$ cat src/design/ppcrel_pkg.sv
// ----------------------------------------------------------------------------
// ppcrel_pkg
// Shared types and constants for the PowerPC relocation patcher: record
// opcodes, patch kinds, status codes and the structs between its modules.
// ----------------------------------------------------------------------------
package ppcrel_pkg;

  localparam int SECTIONS = 32;
  localparam int SEC_W = (SECTIONS > 1) ? $clog2(SECTIONS) : 1;
  localparam logic [8:0] SEC_LIMIT = 9'(SECTIONS);

  localparam logic [31:0] HA_ROUND_BIT = 32'h0000_8000;
  localparam logic [31:0] HA_CARRY = 32'h0001_0000;
  localparam logic [31:0] HALF_MASK = 32'h0000_FFFF;
  localparam logic [31:0] REL24_KEEP = 32'hFC00_0003;
  localparam logic [31:0] REL24_FIELD = 32'h03FF_FFFC;

  typedef enum logic [3:0] {
    OP_LOAD_BASE = 4'd0,
    OP_END = 4'd1,
    OP_SECTION = 4'd2,
    OP_NOP = 4'd3,
    OP_ADDR32 = 4'd4,
    OP_ADDR16_LO = 4'd5,
    OP_ADDR16_HA = 4'd6,
    OP_REL24 = 4'd7,
    OP_UNSUPPORTED = 4'd8
  } op_t;

  typedef enum logic [1:0] {
    K_ADDR32 = 2'd0,
    K_ADDR16_LO = 2'd1,
    K_ADDR16_HA = 2'd2,
    K_REL24 = 2'd3
  } kind_t;

  localparam logic [1:0] ST_OK = 2'd0;
  localparam logic [1:0] ST_PATCH_UNMAPPED = 2'd1;
  localparam logic [1:0] ST_SYM_UNMAPPED = 2'd2;

  typedef struct packed {
    kind_t kind;
    logic [31:0] offset;
    logic [31:0] addend;
  } rec_t;

  typedef struct packed {
    logic [31:0] base_c;
    logic map_c;
    logic [31:0] base_t;
    logic map_t;
  } rd_t;

endpackage

$ cat src/design/ppc_relocation_patcher.sv
// ----------------------------------------------------------------------------
// ppc_relocation_patcher
// Applies a stream of self-relocation records and emits one patch command
// for each ADDR32, ADDR16_LO, ADDR16_HA or REL24 record.
//
//   Channel  Handshake             Payload
//   input    in_valid / in_stall   op, offset_delta, target_section, addend,
//                                  base_value, base_mapped
//   output   out_valid / out_stall patch_address, patch_data, patch_size,
//                                  keep_mask, status
//
// One record is accepted per cycle while in_stall is low. A patch passes through
// the table read, the address sums, then field select into the result register.
// Reset clears the cursor and all mapped flags.
// An output stall holds the result and backs up the pipeline stage by stage.
// ----------------------------------------------------------------------------
module ppc_relocation_patcher (
  input  logic clk,
  input  logic rst,
  input  logic in_valid,
  output logic in_stall,
  input  logic [3:0] op,
  input  logic [15:0] offset_delta,
  input  logic [7:0] target_section,
  input  logic [31:0] addend,
  input  logic [31:0] base_value,
  input  logic base_mapped,
  output logic out_valid,
  input  logic out_stall,
  output logic [31:0] patch_address,
  output logic [31:0] patch_data,
  output logic patch_size,
  output logic [31:0] keep_mask,
  output logic [1:0] status
);
  import ppcrel_pkg::*;

  logic [7:0] cursor_section;
  logic [31:0] cursor_offset;
  logic [31:0] offset_sum;
  logic accept;
  logic is_patch;
  logic s1_en;
  logic s1_ready;
  logic s1_valid;
  rec_t s1;
  rd_t rd;
  kind_t kind_in;
  logic table_we;

  assign s1_en = !s1_valid || s1_ready;
  assign in_stall = !s1_en;
  assign accept = in_valid && s1_en;
  assign offset_sum = cursor_offset + {16'd0, offset_delta};
  assign is_patch = (op == OP_ADDR32) || (op == OP_ADDR16_LO) ||
                    (op == OP_ADDR16_HA) || (op == OP_REL24);
  assign kind_in = kind_t'(op[1:0]);
  assign table_we = accept && (op == OP_LOAD_BASE) &&
                    ({1'b0, target_section} < SEC_LIMIT);

  ppcrel_table u_table (
    .clk(clk),
    .rst(rst),
    .we(table_we),
    .wr_sec(target_section),
    .wr_base(base_value),
    .wr_mapped(base_mapped),
    .rd_en(accept && is_patch),
    .rd_sec_c(cursor_section),
    .rd_sec_t(target_section),
    .rd(rd)
  );

  always_ff @(posedge clk) begin
    if (rst) begin
      cursor_section <= '0;
      cursor_offset <= '0;
      s1_valid <= 1'b0;
    end else begin
      if (s1_en) begin
        s1_valid <= accept && is_patch;
      end
      if (accept) begin
        if (op == OP_END) begin
          cursor_section <= '0;
          cursor_offset <= '0;
        end else if (op == OP_SECTION) begin
          cursor_section <= target_section;
          cursor_offset <= '0;
        end else if (op != OP_LOAD_BASE) begin
          cursor_offset <= offset_sum;
        end
      end
    end
  end

  always_ff @(posedge clk) begin
    if (accept && is_patch) begin
      s1.kind <= kind_in;
      s1.offset <= offset_sum;
      s1.addend <= addend;
    end
  end

  ppcrel_compute u_compute (
    .clk(clk),
    .rst(rst),
    .s1_valid(s1_valid),
    .s1(s1),
    .rd(rd),
    .s1_ready(s1_ready),
    .out_valid(out_valid),
    .out_stall(out_stall),
    .patch_address(patch_address),
    .patch_data(patch_data),
    .patch_size(patch_size),
    .keep_mask(keep_mask),
    .status(status)
  );

endmodule

$ cat src/design/ppcrel_table.sv
// ----------------------------------------------------------------------------
// ppcrel_table
// Section load address memory with one write port and two registered read
// ports, plus per-section mapped flags that reset clears.
// ----------------------------------------------------------------------------
module ppcrel_table (
  input  logic clk,
  input  logic rst,
  input  logic we,
  input  logic [7:0] wr_sec,
  input  logic [31:0] wr_base,
  input  logic wr_mapped,
  input  logic rd_en,
  input  logic [7:0] rd_sec_c,
  input  logic [7:0] rd_sec_t,
  output ppcrel_pkg::rd_t rd
);
  import ppcrel_pkg::*;

  logic [31:0] base_mem [SECTIONS];
  logic [SECTIONS-1:0] mapped;
  logic in_range_c;
  logic in_range_t;

  assign in_range_c = {1'b0, rd_sec_c} < SEC_LIMIT;
  assign in_range_t = {1'b0, rd_sec_t} < SEC_LIMIT;

  always_ff @(posedge clk) begin
    if (we) begin
      base_mem[wr_sec[SEC_W-1:0]] <= wr_base;
    end
    if (rd_en) begin
      rd.base_c <= base_mem[rd_sec_c[SEC_W-1:0]];
      rd.base_t <= base_mem[rd_sec_t[SEC_W-1:0]];
    end
    if (rst) begin
      mapped <= '0;
      rd.map_c <= 1'b0;
      rd.map_t <= 1'b0;
    end else begin
      if (we) begin
        mapped[wr_sec[SEC_W-1:0]] <= wr_mapped;
      end
      if (rd_en) begin
        rd.map_c <= in_range_c && mapped[rd_sec_c[SEC_W-1:0]];
        rd.map_t <= in_range_t && mapped[rd_sec_t[SEC_W-1:0]];
      end
    end
  end

endmodule

$ cat src/design/ppcrel_compute.sv
// ----------------------------------------------------------------------------
// ppcrel_compute
// Address stage and field stage of the patcher, ending in the result
// register that drives the output channel.
// ----------------------------------------------------------------------------
module ppcrel_compute (
  input  logic clk,
  input  logic rst,
  input  logic s1_valid,
  input  ppcrel_pkg::rec_t s1,
  input  ppcrel_pkg::rd_t rd,
  output logic s1_ready,
  output logic out_valid,
  input  logic out_stall,
  output logic [31:0] patch_address,
  output logic [31:0] patch_data,
  output logic patch_size,
  output logic [31:0] keep_mask,
  output logic [1:0] status
);
  import ppcrel_pkg::*;

  logic s2_valid;
  kind_t s2_kind;
  logic [1:0] s2_status;
  logic [31:0] s2_where;
  logic [31:0] s2_sym;
  logic out_en;
  logic s2_en;
  logic [31:0] ha_sum;
  logic [31:0] rel_diff;
  logic [31:0] data_next;
  logic size_next;
  logic [31:0] keep_next;

  assign out_en = !out_valid || !out_stall;
  assign s2_en = !s2_valid || out_en;
  assign s1_ready = s2_en;

  assign ha_sum = s2_sym + (s2_sym[15] ? HA_CARRY : 32'd0);
  assign rel_diff = s2_sym - s2_where;

  always_comb begin
    data_next = '0;
    size_next = 1'b0;
    keep_next = '0;
    unique case (s2_kind)
      K_ADDR32: begin
        data_next = s2_sym;
        size_next = 1'b1;
      end
      K_ADDR16_LO: begin
        data_next = s2_sym & HALF_MASK;
      end
      K_ADDR16_HA: begin
        data_next = {16'd0, ha_sum[31:16]};
      end
      K_REL24: begin
        data_next = rel_diff & REL24_FIELD;
        size_next = 1'b1;
        keep_next = REL24_KEEP;
      end
      default: begin
        data_next = '0;
      end
    endcase
  end

  always_ff @(posedge clk) begin
    if (rst) begin
      s2_valid <= 1'b0;
      out_valid <= 1'b0;
    end else begin
      if (s2_en) begin
        s2_valid <= s1_valid;
      end
      if (out_en) begin
        out_valid <= s2_valid;
      end
    end
  end

  always_ff @(posedge clk) begin
    if (s2_en && s1_valid) begin
      s2_kind <= s1.kind;
      s2_where <= rd.base_c + s1.offset;
      s2_sym <= rd.base_t + s1.addend;
      if (!rd.map_c) begin
        s2_status <= ST_PATCH_UNMAPPED;
      end else if (!rd.map_t) begin
        s2_status <= ST_SYM_UNMAPPED;
      end else begin
        s2_status <= ST_OK;
      end
    end
    if (out_en && s2_valid) begin
      status <= s2_status;
      if (s2_status == ST_OK) begin
        patch_address <= s2_where;
        patch_data <= data_next;
        patch_size <= size_next;
        keep_mask <= keep_next;
      end else begin
        patch_address <= '0;
        patch_data <= '0;
        patch_size <= 1'b0;
        keep_mask <= '0;
      end
    end
  end

endmodule
$ cat config.mk
export PLATFORM = sky130hd
export DESIGN_NAME = ppc_relocation_patcher
export DESIGN_NICKNAME = d
export VERILOG_FILES = /design/src/design/ppcrel_pkg.sv /design/src/design/ppc_relocation_patcher.sv /design/src/design/ppcrel_table.sv /design/src/design/ppcrel_compute.sv
export SDC_FILE = /design/constraint.sdc
export NUM_CORES = 2
export LEC_CHECK = 0
export BUFFER_PORTS_ARGS = -buffer_cell sky130_fd_sc_hd__buf_2
export CAP_MARGIN = 20
export CORE_MARGIN = 2
export CORE_UTILIZATION = 27
export DETAILED_ROUTE_END_ITERATION = 16
export PLACE_DENSITY = 0.39
export SYNTH_ARGS = -nofsm -noshare
export SYNTH_HDL_FRONTEND = slang
export SYNTH_HIERARCHICAL = 1
export SYNTH_SLANG_ARGS = --single-unit
$ cat constraint.sdc
create_clock -name clk -period 16.2 [get_ports clk]
set_input_delay 0 -clock clk [delete_from_list [all_inputs] [get_ports clk]]
set_output_delay 0 -clock clk [all_outputs]
set_load 0.02 [all_outputs]
==> impl_metrics.tcl <==
set metrics [dict create \
    outcome "finished, final reports clean" \
    cts_setup_buffers 0 \
    cp_slowest_cell "nor3_1" \
    endpoint_kind "flip-flop" \
    synth_async_sr_flop_share_pct 0 \
    grt_pass1_vias 37400 \
    path_class "reg2reg" \
    routabilityCongestion 0.802 \
    netlist_top_cells_area "edfxtp_1, mux4_2, dfxtp_1, ha_1, mux2_2" \
    portBuffers 173 \
    hold_path.class "in2reg" \
    max_slew_margin_pct 25.0 \
    multiInputGateArea_mm2 0.0237 \
    fin_ws_ns 11.80 \
    dp_hpwl_um 132000 \
    drive_above_1_share_pct 31.7 \
    leakage_nw 23.9 \
    setup_tns_ns 0 \
    routedWlPerCell_um 29.9 \
    clk_path_buf_depth 3 \
    finalHoldViolations 0 \
    period_needed_ns 4.40 \
    clk_latency_ns 0.82 \
    grt.total_usage_pct 17.5 \
    nets 4117 \
    grt_pass1_wl_um 301000 \
    instances_no_fill 7224 \
    ys_warn_count 6 \
    cp.arrival_ns 4.83 \
    tightest_slew_ns 1.12 \
    final-setup-viol-count 0 \
    wl_um 216000 \
    yosysSeqAreaShare_pct 61.8 \
    synth_edf_count 1290 \
    crit_path_start_kind "flip-flop" \
    avgSynthCellArea_um2 18.2 \
    drv_cap 0 \
    die_y_um 495 \
    rsz0062_at_grt "false" \
    numCtsBuffers 162 \
    cts_tree "done" \
    clock_skew_ns 0.0519 \
    io_pins 198 \
    rows 180 \
    clkSinkCount 1367 \
    antenna_found_initial 21 \
    finalCritPeriodShare_pct 27.2 \
    start_util_pct 27.1 \
    vias 36700 \
    yosysTopAreaCell "edfxtp_1" \
    clockRootBuffer "clkbuf_16" \
    p_per_area_mw_per_mm2 106 \
    synth_cells 3572 \
    drc 0 \
    fmax_ghz 0.227 \
    n_fill_cell 23100 \
    crit_fanout 21 \
    slew_viol_final 0 \
    critPathMaxStageDelay_ns 0.90 \
    synthFlopType "edfxtp_1" \
    drt_iter0_drc 2990 \
    cts_resized 0 \
    synth-seq-cells 1367 \
    worstPathCellList "nand3_1 -> nand2b_1 -> nand2_1 -> nor3_1 -> or3b_2 -> nor2_4 -> buf_4" \
    synth_area_mm2 0.0652 \
    firstDrtPassIters 6 \
    dieArea_mm2 0.245 \
    ir_drop_mv 0.0984 \
    gr-total-overflow 0 \
    core-area_mm2 0.240 \
    die_width_um 495 \
    clkTransAtPathRegs_ns 0.06 \
    synthDistinctLibCells 96 \
    cts_htree_levels 4 \
    synth_top_cell_area_share_pct 59.4 \
    pre_cts_ws_ns 11.41 \
    area_growth_pct 17.3 \
    drtAntennaViolNets 0 \
    vias_per_cell 5.08 \
    crit_required_ns 16.63 \
    grt_max_degree 135 \
    ctsHoldBuffers 154 \
    seqCellArea_mm2 0.0403 \
    placedCellCount 6776 \
]
## logic make-up after synthesis
| family | after synthesis | share of synthesized area [%] |
|---|---|---|
| DFF | 1367 | 61.8 |
| muxes | 738 | 24.0 |
| and+or+nand+nor | 491 | 3.69 |
| AOI/OAI and AO/OA | 438 | 4.46 |
| buffers and inverters | 309 | 2.29 |
| xor gates and xnor gates | 117 | 1.57 |
| adders and majority gates | 111 | 2.17 |
| other | 1 | 0.00575 |
## cell type report
cell class / count / share of cell area, %
well taps: 3185 / 5.21
flip-flops and latches: 1367 / 52.7
clock inverters: 88 / 1.09
diodes: 6 / 0.0196
clock buffers: 200 / 5.67
inverters: 58 / 0.286
repair buffers: 401 / 3.97
multi-input cells: 1919 / 31.1
## where the power goes
part	internal (mW)	leakage (nW)	switching [mW]
clock	2.10	2.52	1.50
sequential	3.90	12.2	0.0263
combinational	0.250	9.21	0.340
## stage by stage
step	util, %	hold slack [ns]	area [µm²]	power [mW]
floorplan	-	0.0691	65300	4.36
global placement	29.0	0.179	69700	4.56
detailed placement	29.0	0.178	69700	4.56
CTS	31.8	0.0275	76400	8.24
global route	31.8	0.0676	76500	8.40
finish	31.8	0.0962	76500	8.11
## state kept, by name, summed over array words and instances (netlist names), 8 cells and up
signal and count:
u_compute/s2_where 32, u_compute/patch_data 32, u_table/base_mem 1024, s1 66
u_compute/patch_address 32, u_compute/s2_sym 32, u_table/mapped 32, u_table/rd 66
cursor_offset 32, cursor_section 8
## cells in the final DEF, fill, tap and decap left out, types with 9 or more instances in the layout
cell and count:
edfxtp_1 1290, mux4_2 654, clkbuf_16 168, buf_2 168
dlygate4sd3_1 154, a21oi_1 129, nand2_1 124, nor2_1 119
ha_1 108, o21ai_0 95, xnor2_1 74, dfxtp_1 72
buf_4 72, mux2_2 67, inv_1 56, nand3_1 45
xor2_1 43, a21o_1 36, clkbuf_1 31, clkinv_1 31
clkinv_2 30, nor2_4 30, conb_1 24, a22oi_1 22
nand2b_1 21, and3_1 21, and2_1 17, mux2i_1 17
nor2b_1 16, nand4_1 16, nor3_1 15, a31oi_1 14
or3_1 14, o211ai_1 14, a211oi_1 13, bufinv_16 13
o21bai_1 10, o21a_1 9, nand3b_1 9, a22o_1 9
## routing by layer
layer	track usage, %	up-vias	share of wire (%)
li1	-	15600	-
met1	24.9	19900	46
met2	27.8	1050	47
met3	2.67	238	4.7
met4	4.49	6	2.2
met5	0	-	0.017
## worst max-delay path, delay by kind of cell (launching register included)
| kind | cells | cell delay (ns) |
|---|---|---|
| buffers and inverters | 1 | 0.66 |
| flip-flops | 1 | 0.36 |
| AND/OR/NAND/NOR | 6 | 2.94 |
## final timing paths
check / slack (ns) / end / from / cells past startpoint
setup / recovery: 11.80 / u_table/base_mem[28][11] / u_compute/out_valid / 7
hold / removal: 0.1 / u_table/rd[14] / target_section[3] / 3
setup reg to reg: 11.80 / u_table/base_mem[28][11] / u_compute/out_valid / 7
hold reg to reg: 0.43 / u_compute/s2_kind[1] / s1[65] / 0
## synth_stat cells (all sizes together), types with 43 or more instances
| cell | instances |
|---|---|
| dfxtp | 77 |
| nand3 | 45 |
| buf | 117 |
| edfxtp | 1290 |
| mux4 | 654 |
| mux2 | 67 |
| nand2 | 124 |
| ha | 108 |
| o21ai | 99 |
| xnor2 | 74 |
| inv | 58 |
| nor2 | 150 |
| a21oi | 136 |
| clkbuf | 134 |
| xor2 | 43 |
No activity file was read; power rests on OpenSTA's default activity.
